`config.mk`:
```
export PLATFORM = sky130hd
export DESIGN_NAME = greenhouse_climate_controller_flat
export DESIGN_NICKNAME = d
export VERILOG_FILES = /design/src/rtl/gcc_pkg.sv /design/src/rtl/gcc_if.sv /design/src/rtl/gcc_cfg_regs.sv /design/src/rtl/gcc_core.sv /design/src/rtl/greenhouse_climate_controller.sv /design/src/flat_wrapper.sv
export SDC_FILE = /design/constraint.sdc
export NUM_CORES = 1
export LEC_CHECK = 0
export BUFFER_PORTS_ARGS = -buffer_cell sky130_fd_sc_hd__buf_2
export CORE_UTILIZATION = 55
export CTS_CLUSTER_DIAMETER = 150
export DETAILED_ROUTE_END_ITERATION = 12
export GPL_ROUTABILITY_DRIVEN = 0
export PLACE_DENSITY = 0.7
export SYNTH_ARGS = -nofsm -noshare
export SYNTH_HDL_FRONTEND = slang
export SYNTH_SLANG_ARGS = --single-unit
export TNS_END_PERCENT = 1
```
`constraint.sdc`:
```
create_clock -name clk -period 7 [get_ports clk]
set_input_delay 0.7 -clock clk [delete_from_list [all_inputs] [get_ports clk]]
set_output_delay 0.7 -clock clk [all_outputs]
set_load 0.01 [all_outputs]
```
`src/rtl/gcc_pkg.sv`:
```
// ----------------------------------------------------------------------------
// Greenhouse climate controller package
// Register indexes, reset values, time-of-day constants and the structs that
// move configuration, samples and results between the modules.
// ----------------------------------------------------------------------------
`default_nettype none

package gcc_pkg;

	localparam int TIME_WIDTH_DEF = 32;

	localparam int CFG_IDX_W  = 3;
	localparam int CFG_DATA_W = 16;

	typedef enum logic [CFG_IDX_W-1:0] {
		REG_TEMP_HIGH,
		REG_TEMP_LOW,
		REG_LIGHT_THR,
		REG_HUM_LIMIT,
		REG_SOIL_IDLE,
		REG_PUMP_RUN,
		REG_PUMP_REST
	} reg_idx_t;

	localparam logic signed [7:0] TEMP_HIGH_RST = 8'sd29;
	localparam logic signed [7:0] TEMP_LOW_RST  = 8'sd28;
	localparam logic [9:0]  LIGHT_THR_RST       = 10'd500;
	localparam logic [6:0]  HUM_LIMIT_RST       = 7'd60;
	localparam logic [9:0]  SOIL_IDLE_RST       = 10'd100;
	localparam logic [15:0] PUMP_RUN_RST        = 16'd2000;
	localparam logic [15:0] PUMP_REST_RST       = 16'd4000;

	localparam logic signed [7:0] HELD_TEMP_RST = 8'sd25;
	localparam logic [6:0]        HELD_HUM_RST  = 7'd50;

	localparam int MINUTE_MS        = 60000;
	localparam int MINUTES_PER_HOUR = 60;
	localparam int LAST_HOUR        = 23;
	localparam int LAMP_HOUR_ON     = 10;
	localparam int LAMP_HOUR_OFF    = 22;
	localparam int PUMP_NIGHT_AFTER = 22;
	localparam int PUMP_NIGHT_UNTIL = 10;

	typedef struct packed {
		logic signed [7:0] temp_high;
		logic signed [7:0] temp_low;
		logic [9:0]        light_threshold;
		logic [6:0]        air_humidity_limit;
		logic [9:0]        soil_idle_limit;
		logic [15:0]       pump_run_ms;
		logic [15:0]       pump_rest_ms;
	} cfg_t;

	typedef struct packed {
		logic [31:0]       now_ms;
		logic signed [7:0] temperature;
		logic              temperature_valid;
		logic [6:0]        air_humidity;
		logic              air_humidity_valid;
		logic [9:0]        soil_moisture;
		logic [9:0]        light_level;
	} sample_t;

	typedef struct packed {
		logic       heater_on;
		logic       fan_on;
		logic       pump_on;
		logic       lamp_on;
		logic [4:0] hour_now;
		logic [5:0] minute_now;
	} result_t;

endpackage

`default_nettype wire

```
`src/rtl/gcc_if.sv`:
```
// ----------------------------------------------------------------------------
// Greenhouse climate controller channels
// Valid/ready stream interfaces for the sensor sample word and the actuator
// result word.
// ----------------------------------------------------------------------------
`default_nettype none

interface gcc_in_if;
	logic              valid;
	logic              ready;
	logic [31:0]       now_ms;
	logic signed [7:0] temperature;
	logic              temperature_valid;
	logic [6:0]        air_humidity;
	logic              air_humidity_valid;
	logic [9:0]        soil_moisture;
	logic [9:0]        light_level;

	modport source (
		output valid, now_ms, temperature, temperature_valid,
		       air_humidity, air_humidity_valid, soil_moisture, light_level,
		input  ready
	);
	modport sink (
		input  valid, now_ms, temperature, temperature_valid,
		       air_humidity, air_humidity_valid, soil_moisture, light_level,
		output ready
	);
endinterface

interface gcc_out_if;
	logic       valid;
	logic       ready;
	logic       heater_on;
	logic       fan_on;
	logic       pump_on;
	logic       lamp_on;
	logic [4:0] hour_now;
	logic [5:0] minute_now;

	modport source (
		output valid, heater_on, fan_on, pump_on, lamp_on, hour_now, minute_now,
		input  ready
	);
	modport sink (
		input  valid, heater_on, fan_on, pump_on, lamp_on, hour_now, minute_now,
		output ready
	);
endinterface

`default_nettype wire

```
`src/rtl/gcc_cfg_regs.sv`:
```
// ----------------------------------------------------------------------------
// Greenhouse climate controller configuration registers
// Write-only register file for thresholds and pump timing.
// ----------------------------------------------------------------------------
`default_nettype none

module gcc_cfg_regs import gcc_pkg::*; (
	input  logic                  clk,
	input  logic                  arst_n,
	input  logic                  wr_en,
	input  logic [CFG_IDX_W-1:0]  wr_index,
	input  logic [CFG_DATA_W-1:0] wr_data,
	output cfg_t                  cfg
);

	cfg_t cfg_q;

	always_ff @(posedge clk or negedge arst_n) begin
		if (!arst_n) begin
			cfg_q.temp_high          <= TEMP_HIGH_RST;
			cfg_q.temp_low           <= TEMP_LOW_RST;
			cfg_q.light_threshold    <= LIGHT_THR_RST;
			cfg_q.air_humidity_limit <= HUM_LIMIT_RST;
			cfg_q.soil_idle_limit    <= SOIL_IDLE_RST;
			cfg_q.pump_run_ms        <= PUMP_RUN_RST;
			cfg_q.pump_rest_ms       <= PUMP_REST_RST;
		end else if (wr_en) begin
			case (reg_idx_t'(wr_index))
				REG_TEMP_HIGH: cfg_q.temp_high          <= $signed(wr_data[7:0]);
				REG_TEMP_LOW:  cfg_q.temp_low           <= $signed(wr_data[7:0]);
				REG_LIGHT_THR: cfg_q.light_threshold    <= wr_data[9:0];
				REG_HUM_LIMIT: cfg_q.air_humidity_limit <= wr_data[6:0];
				REG_SOIL_IDLE: cfg_q.soil_idle_limit    <= wr_data[9:0];
				REG_PUMP_RUN:  cfg_q.pump_run_ms        <= wr_data[15:0];
				REG_PUMP_REST: cfg_q.pump_rest_ms       <= wr_data[15:0];
				default: begin
					// Writes to unused indexes are dropped.
				end
			endcase
		end
	end

	assign cfg = cfg_q;

endmodule

`default_nettype wire

```
`src/rtl/gcc_core.sv`:
```
// ----------------------------------------------------------------------------
// Greenhouse climate controller decision core
// Holds the sensor readings, the time-of-day clock and the pump cycle state,
// and forms the actuator word for the sample that is being retired.
// ----------------------------------------------------------------------------
`default_nettype none

module gcc_core import gcc_pkg::*; #(
	parameter int TIME_WIDTH = TIME_WIDTH_DEF
) (
	input  logic    clk,
	input  logic    arst_n,
	input  logic    step,
	input  sample_t smp,
	input  cfg_t    cfg,
	output result_t res
);

	typedef logic [TIME_WIDTH-1:0] stamp_t;

	logic signed [7:0] held_temp_q;
	logic [6:0]        held_hum_q;
	stamp_t            last_minute_q;
	logic [5:0]        minute_q;
	logic [4:0]        hour_q;
	logic              in_cycle_q;
	logic              pump_q;
	stamp_t            last_switch_q;

	logic signed [7:0] held_temp_n;
	logic [6:0]        held_hum_n;
	stamp_t            now;
	stamp_t            minute_el;
	stamp_t            pump_el;
	logic              minute_adv;
	logic [5:0]        minute_inc;
	logic [4:0]        hour_inc;
	logic [5:0]        minute_n;
	logic [4:0]        hour_n;
	logic              night;
	logic              pump_idle;
	logic              pump_n;
	logic              in_cycle_n;
	logic              switch_n;
	logic              heat_t;
	logic              fan_t;
	logic              humid;

	always_comb begin
		held_temp_n = smp.temperature_valid ? smp.temperature : held_temp_q;
		held_hum_n  = smp.air_humidity_valid ? smp.air_humidity : held_hum_q;

		// All elapsed times wrap modulo the stamp width.
		now        = TIME_WIDTH'(smp.now_ms);
		minute_el  = now - last_minute_q;
		pump_el    = now - last_switch_q;
		minute_adv = minute_el >= TIME_WIDTH'(MINUTE_MS);

		minute_inc = minute_q + 6'd1;
		hour_inc   = (hour_q >= 5'(LAST_HOUR)) ? 5'd0 : hour_q + 5'd1;
		minute_n   = minute_q;
		hour_n     = hour_q;
		if (minute_adv) begin
			if (minute_inc >= 6'(MINUTES_PER_HOUR)) begin
				minute_n = 6'd0;
				hour_n   = hour_inc;
			end else begin
				minute_n = minute_inc;
			end
		end

		if (held_temp_n > cfg.temp_high) begin
			heat_t = 1'b0;
			fan_t  = 1'b1;
		end else if (held_temp_n < cfg.temp_low) begin
			heat_t = 1'b1;
			fan_t  = 1'b0;
		end else begin
			heat_t = 1'b0;
			fan_t  = 1'b0;
		end
		humid = held_hum_n > cfg.air_humidity_limit;

		night     = (hour_n > 5'(PUMP_NIGHT_AFTER)) || (hour_n <= 5'(PUMP_NIGHT_UNTIL));
		pump_idle = (smp.soil_moisture <= cfg.soil_idle_limit) && night;
		pump_n     = pump_q;
		in_cycle_n = in_cycle_q;
		switch_n   = 1'b0;
		if (pump_idle) begin
			pump_n     = 1'b0;
			in_cycle_n = 1'b0;
		end else if (!in_cycle_q) begin
			pump_n     = 1'b1;
			in_cycle_n = 1'b1;
			switch_n   = 1'b1;
		end else if (pump_q) begin
			if (pump_el >= TIME_WIDTH'(cfg.pump_run_ms)) begin
				pump_n   = 1'b0;
				switch_n = 1'b1;
			end
		end else if (pump_el >= TIME_WIDTH'(cfg.pump_rest_ms)) begin
			pump_n   = 1'b1;
			switch_n = 1'b1;
		end

		res.heater_on  = heat_t | humid;
		res.fan_on     = fan_t | humid;
		res.pump_on    = pump_n;
		res.lamp_on    = (smp.light_level < cfg.light_threshold) &&
		                 (hour_n < 5'(LAMP_HOUR_OFF)) && (hour_n >= 5'(LAMP_HOUR_ON));
		res.hour_now   = hour_n;
		res.minute_now = minute_n;
	end

	always_ff @(posedge clk or negedge arst_n) begin
		if (!arst_n) begin
			held_temp_q   <= HELD_TEMP_RST;
			held_hum_q    <= HELD_HUM_RST;
			last_minute_q <= '0;
			minute_q      <= '0;
			hour_q        <= '0;
			in_cycle_q    <= 1'b0;
			pump_q        <= 1'b0;
			last_switch_q <= '0;
		end else if (step) begin
			held_temp_q <= held_temp_n;
			held_hum_q  <= held_hum_n;
			if (minute_adv) begin
				last_minute_q <= now;
			end
			minute_q   <= minute_n;
			hour_q     <= hour_n;
			in_cycle_q <= in_cycle_n;
			pump_q     <= pump_n;
			if (switch_n) begin
				last_switch_q <= now;
			end
		end
	end

endmodule

`default_nettype wire

```
`src/rtl/greenhouse_climate_controller.sv`:
```
// ----------------------------------------------------------------------------
// Greenhouse climate controller
// Turns sensor samples into heater, fan, pump and lamp drives with an
// internal time-of-day clock.
// ----------------------------------------------------------------------------
// The block takes one sample word per clock cycle while the result side
// does not stall, and returns exactly one actuator word for each, in order.
// A sample is captured in an input register and is then retired through the
// decision core into the result register, which drives the port; the
// sustained rate is one word per cycle, set by the combinational compare
// and subtract logic of the core, and backpressure from the result side
// holds the input register and then the sample channel. The time-of-day
// clock advances one minute when at least 60000 ms have passed on the
// sample stamps since the last advance; stamps and pump intervals are
// measured modulo two to the TIME_WIDTH.
`default_nettype none

module greenhouse_climate_controller import gcc_pkg::*; #(
	parameter int TIME_WIDTH = TIME_WIDTH_DEF
) (
	input  logic                  clk,
	input  logic                  arst_n,
	gcc_in_if.sink                sample,
	gcc_out_if.source             drive,
	input  logic                  wr_en,
	input  logic [CFG_IDX_W-1:0]  wr_index,
	input  logic [CFG_DATA_W-1:0] wr_data
);

	cfg_t    cfg;
	sample_t smp_in;
	sample_t smp_s1;
	logic    valid_s1;
	result_t res;
	result_t res_q;
	logic    res_valid_q;
	logic    retire;

	gcc_cfg_regs u_cfg (
		.clk      (clk),
		.arst_n   (arst_n),
		.wr_en    (wr_en),
		.wr_index (wr_index),
		.wr_data  (wr_data),
		.cfg      (cfg)
	);

	always_comb begin
		smp_in.now_ms             = sample.now_ms;
		smp_in.temperature        = sample.temperature;
		smp_in.temperature_valid  = sample.temperature_valid;
		smp_in.air_humidity       = sample.air_humidity;
		smp_in.air_humidity_valid = sample.air_humidity_valid;
		smp_in.soil_moisture      = sample.soil_moisture;
		smp_in.light_level        = sample.light_level;
	end

	// A captured word moves on whenever the result register is free or drains.
	assign retire       = valid_s1 && (!res_valid_q || drive.ready);
	assign sample.ready = !valid_s1 || retire;

	always_ff @(posedge clk or negedge arst_n) begin
		if (!arst_n) begin
			valid_s1 <= 1'b0;
		end else if (sample.ready) begin
			valid_s1 <= sample.valid;
		end
	end

	always_ff @(posedge clk) begin
		if (sample.valid && sample.ready) begin
			smp_s1 <= smp_in;
		end
	end

	gcc_core #(
		.TIME_WIDTH (TIME_WIDTH)
	) u_core (
		.clk    (clk),
		.arst_n (arst_n),
		.step   (retire),
		.smp    (smp_s1),
		.cfg    (cfg),
		.res    (res)
	);

	always_ff @(posedge clk or negedge arst_n) begin
		if (!arst_n) begin
			res_valid_q <= 1'b0;
		end else if (!res_valid_q || drive.ready) begin
			res_valid_q <= valid_s1;
		end
	end

	always_ff @(posedge clk) begin
		if (retire) begin
			res_q <= res;
		end
	end

	assign drive.valid      = res_valid_q;
	assign drive.heater_on  = res_q.heater_on;
	assign drive.fan_on     = res_q.fan_on;
	assign drive.pump_on    = res_q.pump_on;
	assign drive.lamp_on    = res_q.lamp_on;
	assign drive.hour_now   = res_q.hour_now;
	assign drive.minute_now = res_q.minute_now;

endmodule

`default_nettype wire

```
`src/flat_wrapper.sv`:
```
// flat-port wrapper written by rule: the top's interface ports become plain ports
module greenhouse_climate_controller_flat import gcc_pkg::*;
#(
	parameter int TIME_WIDTH = TIME_WIDTH_DEF
)
  (clk, arst_n, wr_en, wr_index, wr_data, sample_valid, sample_now_ms, sample_temperature, sample_temperature_valid, sample_air_humidity, sample_air_humidity_valid, sample_soil_moisture, sample_light_level, sample_ready, drive_valid, drive_heater_on, drive_fan_on, drive_pump_on, drive_lamp_on, drive_hour_now, drive_minute_now, drive_ready);
  gcc_in_if sample_i ();
  gcc_out_if drive_i ();
  input  logic clk;
  input  logic arst_n;
  input  logic wr_en;
  input  logic [CFG_IDX_W-1:0] wr_index;
  input  logic [CFG_DATA_W-1:0] wr_data;
  input wire logic [$bits(sample_i.valid)-1:0] sample_valid;
  input wire logic [$bits(sample_i.now_ms)-1:0] sample_now_ms;
  input wire logic [$bits(sample_i.temperature)-1:0] sample_temperature;
  input wire logic [$bits(sample_i.temperature_valid)-1:0] sample_temperature_valid;
  input wire logic [$bits(sample_i.air_humidity)-1:0] sample_air_humidity;
  input wire logic [$bits(sample_i.air_humidity_valid)-1:0] sample_air_humidity_valid;
  input wire logic [$bits(sample_i.soil_moisture)-1:0] sample_soil_moisture;
  input wire logic [$bits(sample_i.light_level)-1:0] sample_light_level;
  output wire logic [$bits(sample_i.ready)-1:0] sample_ready;
  output wire logic [$bits(drive_i.valid)-1:0] drive_valid;
  output wire logic [$bits(drive_i.heater_on)-1:0] drive_heater_on;
  output wire logic [$bits(drive_i.fan_on)-1:0] drive_fan_on;
  output wire logic [$bits(drive_i.pump_on)-1:0] drive_pump_on;
  output wire logic [$bits(drive_i.lamp_on)-1:0] drive_lamp_on;
  output wire logic [$bits(drive_i.hour_now)-1:0] drive_hour_now;
  output wire logic [$bits(drive_i.minute_now)-1:0] drive_minute_now;
  input wire logic [$bits(drive_i.ready)-1:0] drive_ready;
  assign sample_i.valid = sample_valid;
  assign sample_i.now_ms = sample_now_ms;
  assign sample_i.temperature = sample_temperature;
  assign sample_i.temperature_valid = sample_temperature_valid;
  assign sample_i.air_humidity = sample_air_humidity;
  assign sample_i.air_humidity_valid = sample_air_humidity_valid;
  assign sample_i.soil_moisture = sample_soil_moisture;
  assign sample_i.light_level = sample_light_level;
  assign sample_ready = sample_i.ready;
  assign drive_valid = drive_i.valid;
  assign drive_heater_on = drive_i.heater_on;
  assign drive_fan_on = drive_i.fan_on;
  assign drive_pump_on = drive_i.pump_on;
  assign drive_lamp_on = drive_i.lamp_on;
  assign drive_hour_now = drive_i.hour_now;
  assign drive_minute_now = drive_i.minute_now;
  assign drive_i.ready = drive_ready;
  greenhouse_climate_controller #(.TIME_WIDTH(TIME_WIDTH)) u_core (.clk(clk), .arst_n(arst_n), .sample(sample_i), .drive(drive_i), .wr_en(wr_en), .wr_index(wr_index), .wr_data(wr_data));
endmodule
```
; Yosys cells after proc, flatten, opt, wreduce, memory -nomap -nowiden
; Index checks and enable logic that the tools add are counted.
[op_classes]
eq_ne = 6
muxes = 20
n_lt_le_gt_ge = 14
add_sub_neg = 4
bitwise_logic = 2
reduce_logical = 20
[ops]
columns = cell, n
row1 = $ge 32x16->1, 2
row2 = $sub 32x32->32, 2
row3 = $ge 32x16->1 const B, 1
row4 = $reduce_and 2->1, 9
row5 = $mux 5, 3
row6 = $mux 1, 13
row7 = $mux 6, 2
row8 = $le 10x10->1, 1
row9 = $lt 10x10->1, 1
row10 = $eq 3x3->1 const B, 3
row11 = $gt 8x8->1, 1
row12 = $lt 8x8->1, 1
row13 = $mux 8, 1
row14 = $gt 7x7->1, 1
row15 = $mux 7, 1
row16 = $add 6x1->6 const B, 1
row17 = $eq 3x2->1 const B, 2
row18 = $ge 6x6->1 const B, 1
row19 = $add 5x1->5 const B, 1
row20 = $ge 5x4->1 const B, 1
row21 = $ge 5x5->1 const B, 1
row22 = $gt 5x5->1 const B, 1
row23 = $le 5x4->1 const B, 1
row24 = $logic_and 1x1->1, 5
row25 = 6 further kinds, 10
[word_totals]
elab_cells = 96
inputBits = 93
reg_bits = 253
out_inout_bits = 17

; Longest topological paths before layout
[depth]
depth_word = 9
mapped_depth = 26
depth_no_buf = 24

; Modules after synthesis
; A second synthesis with hierarchy kept.
[unflattened]
hier_cells = 1539
hier_area_um2 = 16106.7
[by_module_without_submodules]
columns = mod, seq_area_each_um2, n_inst, cells_per_inst, area_each_um2
row1 = gcc_core, 2309.7, 1, 1281, 10556.4
row2 = gcc_cfg_regs, 1916.8, 1, 166, 2924.1
row3 = greenhouse_climate_controller, 2572.5, 1, 92, 2626.3

; Least setup slack after synthesis
; OpenSTA, ideal clock, no wires.
[synth_timing]
path_type = reg-to-reg
from = reg u_core.smp_s1[38] in the netlist's numbering
to = reg u_core.u_core.last_switch_q[10]
setup_slack_ps = 2098
synth_period_minus_slack_ps = 4902
required_ps = 6857
arrival_ps = 4759
setup_time_ps = 143
path_buffers = 2
path_stages_with_launch = 24
path_cell_list = edfxtp_1 ha_1 nor2b_1 o31a_1 o31a_1 o21ai_0 nand2b_1 a21oi_1 o21bai_1 a21o_1 a21oi_1 xnor2_1 ha_1 nor2b_1 o21ai_0 nand2b_1 a2111oi_0 o21ai_0 o211ai_1 nor4b_2 nand2b_1 buf_2 clkbuf_1 o32ai_2
[synth_between]
elab_chain_cells = 8
elab_cells_between_ends = 16
classes_between = 2 x add/sub / 5 x order compare / 6 x mux / 3 x reduce/logical
[synth_lines]
columns = element, line
row1 = start: declaration, greenhouse_climate_controller.sv:32  ; sample_t smp_s1;
row2 = start signal: assignment, greenhouse_climate_controller.sv:72  ; smp_s1 <= smp_in;
row3 = $sub 32x32->32, gcc_core.sv:55  ; minute_el = now - last_minute_q;
row4 = $ge 32x16->1, gcc_core.sv:57  ; minute_adv = minute_el >= TIME_WIDTH'(MINUTE_MS);
row5 = $mux 5, gcc_core.sv:63  ; if (minute_adv) begin
row6 = $gt 5x5->1 / $le 5x4->1 (equally long branches), gcc_core.sv:84  ; night = (hour_n > 5'(PUMP_NIGHT_AFTER)) || (hour_n <= 5'(PUMP_NIGHT_UNTIL));
row7 = $logic_or 1x1->1, gcc_core.sv:84
row8 = $logic_and 1x1->1, gcc_core.sv:85  ; pump_idle = (smp.soil_moisture <= cfg.soil_idle_limit) && night;
row9 = $mux 1 (*), gcc_core.sv:89  ; if (pump_idle) begin
row10 = $reduce_and 2->1 (no line) (*), --
row11 = end signal: assignment, gcc_core.sv:136  ; last_switch_q <= now;
row12 = end: declaration, gcc_core.sv:28  ; stamp_t last_switch_q;
; Mark *: on every way between the ends. The rest lies on a longest branch, timed or not.
; A chain may end at the register's enable or synchronous reset.

; Worst setup path after layout
[layout_timing]
from = reg u_core.smp_s1[38] in the netlist's numbering
to = reg u_core.u_core.last_switch_q[27]
; The elaborated chain is that of the path after synthesis.

==> metrics <==
status=complete, no violations; worst-path maximum fanout=34; placed instance count=1998; Clk network pwr share=24.4%; Seq/Total Area, Yosys=43.3%; GRT overflow=0; RSZ-0062 raised after global routing=false; CP Launch Type=flop; RR Startpoint=u_core.smp_s1[38]; crit path time final=5.85 ns; leak pwr=7.72 nW; Synth Register Bits=253; Slew headroom=34.7%; Comb power frac=41.9%; Avg WL per Cell=16.7 um; clk slew on worst S/H paths=0.06 ns; Seq pwr share=33.7%; Die Wd=171 um; Die ar.=29200 sq um; Crit path max-delay family=compound AO/OA/AOI/OAI gates; hold crit path type=primary input to async pin; share of layout cells above drive strength 1=19.9%; routed vias/inst=5.74; worst reg2reg endpoint=u_core.u_core.last_switch_q[27]; worst slew pin tran=0.975 ns; Critical Path Max Stage Delay=0.67 ns; P_sw=0.00221 W; Post-Route WL=34.3 mm; DRC errors left=0; Post-CTS Setup Repair Bufs=0; die height=171 um; Hold Buf Count CTS=0; FMAX=171 MHz; period utilization=83.6%; sw frac=36.3%; final hold vios=0; Post-synth EDFFs=84; Final HPWL DP=25.3 mm; final setup violation count=0; initial core utilization=56.2%; Rows=61; fillers=2316; GRT Overall Usage=24.0%; CP bufs+invs=1; Yosys Warn Count=0; Critical Path Stages=23; CTS max path bufs=3; Final Non-Filler Cells=2050; first-pass GRT wire length=55.9 mm; R2R cell count=23; synth unique cells=94; Antenna Cells=0; H-Tree Level Count=1; syn_nets=1785; syn_area_per_cell=10.1 sq um; Setup CP Type=flop to flop; pwr dens=348 nW/um^2; Final Slew Violations=0; CP most frequent cell=o21ai_0; I/O pin cnt=110; P&R area growth vs syn=11.6%; Post-DRT Antenna Nets=0; via count=11800; TritonCTS clock tree=built; CP max stage cell=nand2b_2; CP endpoint kind=flop; Synth Instances=1553; worst path required time=7.45 ns; initial antenna violation count=1; Resized Gates After CTS=0; worst-case vdd ir drop=0.232 mV; Total Nets Final=1882; total power=0.00610 W; vias in the first global route=11400; Worst Skew=0.0369 ns; Post-synth ARST share=66.8%; ys flop type=dfrtp_1; Max Cap Viol=0; crit path DAT=6.30 ns; Pint=0.00389 W; Hold Slack=0.211 ns; Sink Count=253; largest net degree at the start of global routing=96; clock latency on the worst-skew pair=0.57 ns; Post-Synthesis Cell Area=15700 sq um; CTS buffer count=28; PortBufs=109; DRT Pass-1 Iters=5; Setup TNS Final=0 ns; worst reg2reg setup slack=1.15 ns; Core Region=27900 sq um; number of DRC markers in iteration 0=859; CP cell instances=ha_1, nor2b_1, o31a_1, o31a_1, o21ai_0, nand2b_1, a21oi_1, o21bai_1, a21o_1, a21oi_1, xnor2_1, ha_1, nor2b_1, o21ai_0, nand2b_1, a2111oi_0, o21ai_0, o211ai_1, nor4b_2, nand2b_2, buf_12, o21ai_0, o32ai_2; root buf cell=clkbuf_16
cell usage after synthesis, drive strengths merged, types with 6 or more instances:
cell / count / area share [%]
inv: 188 / 4.5
o21ai: 162 / 5.2
nand2: 147 / 3.5
ha: 137 / 11
dfrtp: 131 / 21
edfxtp: 84 / 16
a21oi: 81 / 2.7
mux2: 72 / 5.2
nor2: 51 / 1.3
dfstp: 38 / 6.4
clkbuf: 37 / 0.89
a21o: 33 / 1.6
o32ai: 32 / 3.2
nand2b: 26 / 1.0
nand3: 26 / 0.86
nor2b: 22 / 0.88
nor3: 19 / 0.61
xnor2: 19 / 1.1
o211ai: 18 / 0.89
nand4: 16 / 0.64
a31oi: 15 / 0.64
buf: 15 / 0.79
xor2: 15 / 0.84
a211oi: 12 / 0.57
mux2i: 11 / 0.78
o21a: 11 / 0.53
a2111oi: 10 / 0.81
and2: 10 / 0.41
or3: 10 / 0.41
o31ai: 9 / 0.55
and3: 8 / 0.32
o21bai: 8 / 0.38
and4: 6 / 0.35
nand4b: 6 / 0.34
cells by family (layout without fill, tap and decap cells):
| family | Yosys count | in the layout | share of synthesized area [%] |
|---|---|---|---|
| simple gates | 369 | 369 | 11.9 |
| flops | 253 | 253 | 43.3 |
| xor+xnor | 34 | 34 | 1.90 |
| buf+inv | 241 | 360 | 6.20 |
| mux | 83 | 83 | 5.95 |
| compound gates | 434 | 434 | 19.5 |
| fa+ha+maj | 139 | 139 | 11.2 |
registers in the layout (all words and copies together), names as in the netlist:
name / flops
u_core.drive.hour_now: 5
u_core.smp_s1: 69
u_core.drive.fan_on: 1
u_core.u_core.last_switch_q: 32
u_core.u_core.held_hum_q: 7
u_core.drive.pump_on: 1
u_core.u_core.minute_q: 6
u_core.drive.minute_now: 6
u_core.valid_s1: 1
u_core.u_core.held_temp_q: 8
u_core.drive.heater_on: 1
u_core.drive.lamp_on: 1
u_core.u_core.pump_q: 1
u_core.u_core.in_cycle_q: 1
u_core.drive.valid: 1
u_core.u_core.hour_q: 5
u_core.u_cfg.cfg: 75
u_core.u_core.last_minute_q: 32
per-stage QoR:
step	worst slack [ns]	util (%)	instance area (sq um)
2_1_floorplan	2.10	-	15700
3_3_place_gp	1.53	59.3	16600
3_5_place_dp	1.35	59.3	16600
4_1_cts	1.11	62.7	17500
5_1_grt	0.716	62.7	17500
6_report	1.15	62.7	17500
worst max-delay path by stage:
stage	start	to	slack, ns
final	u_core.smp_s1[38]	u_core.u_core.last_switch_q[27]	1.15
after global routing	u_core.smp_s1[38]	u_core.u_core.last_switch_q[22]	0.72
after CTS	u_core.smp_s1[38]	u_core.u_core.last_switch_q[27]	1.11
after detailed placement	u_core.smp_s1[38]	u_core.u_core.last_switch_q[20]	1.35
after global placement	u_core.smp_s1[38]	u_core.u_core.last_switch_q[25]	1.53
after floorplan	u_core.smp_s1[38]	u_core.u_core.last_switch_q[10]	2.10
layout make-up:
| type | count | area [sq um] | area share, % |
|---|---|---|---|
| Clock buffer | 45 | 836 | 4.77 |
| Clock inverter | 7 | 114 | 0.650 |
| Sequential cell | 253 | 6800 | 38.8 |
| Multi-Input combinational cell | 1059 | 7940 | 45.3 |
| Timing Repair Buffer | 119 | 639 | 3.65 |
| Inverter | 189 | 709 | 4.05 |
| Tap cell | 378 | 473 | 2.70 |
power by group through the flow:
stage	logic (W)	clock network [W]	registers (W)
4_1_cts	0.00255	0.00151	0.00205
3_5_place_dp	0.00253	0	0.00207
6_report	0.00256	0.00149	0.00206
2_1_floorplan	0.00199	0	0.00202
5_1_grt	0.00289	0.00157	0.00209
3_3_place_gp	0.00245	0	0.00207
cell usage in the layout, fill, tap and decap left out, types with 19 or more instances in the layout:
| cell type | synthesis | layout |
|---|---|---|
| xnor2_1 | 19 | 19 |
| ha_1 | 137 | 137 |
| nor2_1 | 49 | 49 |
| clkbuf_16 | 0 | 29 |
| dfrtp_1 | 131 | 131 |
| mux2_2 | 71 | 71 |
| a21oi_1 | 78 | 78 |
| dfstp_2 | 38 | 38 |
| buf_2 | 6 | 108 |
| o21ai_0 | 154 | 154 |
| nor2b_1 | 22 | 22 |
| a21o_1 | 33 | 33 |
| o32ai_2 | 30 | 30 |
| inv_1 | 187 | 187 |
| nand2_1 | 145 | 144 |
| nand3_1 | 25 | 25 |
| nor3_1 | 19 | 19 |
| edfxtp_1 | 84 | 84 |
| nand2b_1 | 26 | 25 |
routing by layer:
layer	up-vias	wire length, um	global-route usage [%]
met3	73	1670	3.28
met1	5585	16200	33.1
met5	-	8	0
met4	2	1070	7.84
li1	5772	-	-
met2	330	15400	38.9
worst reg2reg max path, delay by kind of cell, from the launching register on:
kind,cells,cell delay (ns)
compound gates,13,2.61
simple gates,6,1.50
fa+ha+maj,2,0.61
flops,1,0.51
buf+inv,1,0.29
xor+xnor,1,0.20
(Power assumes the default switching activity.)
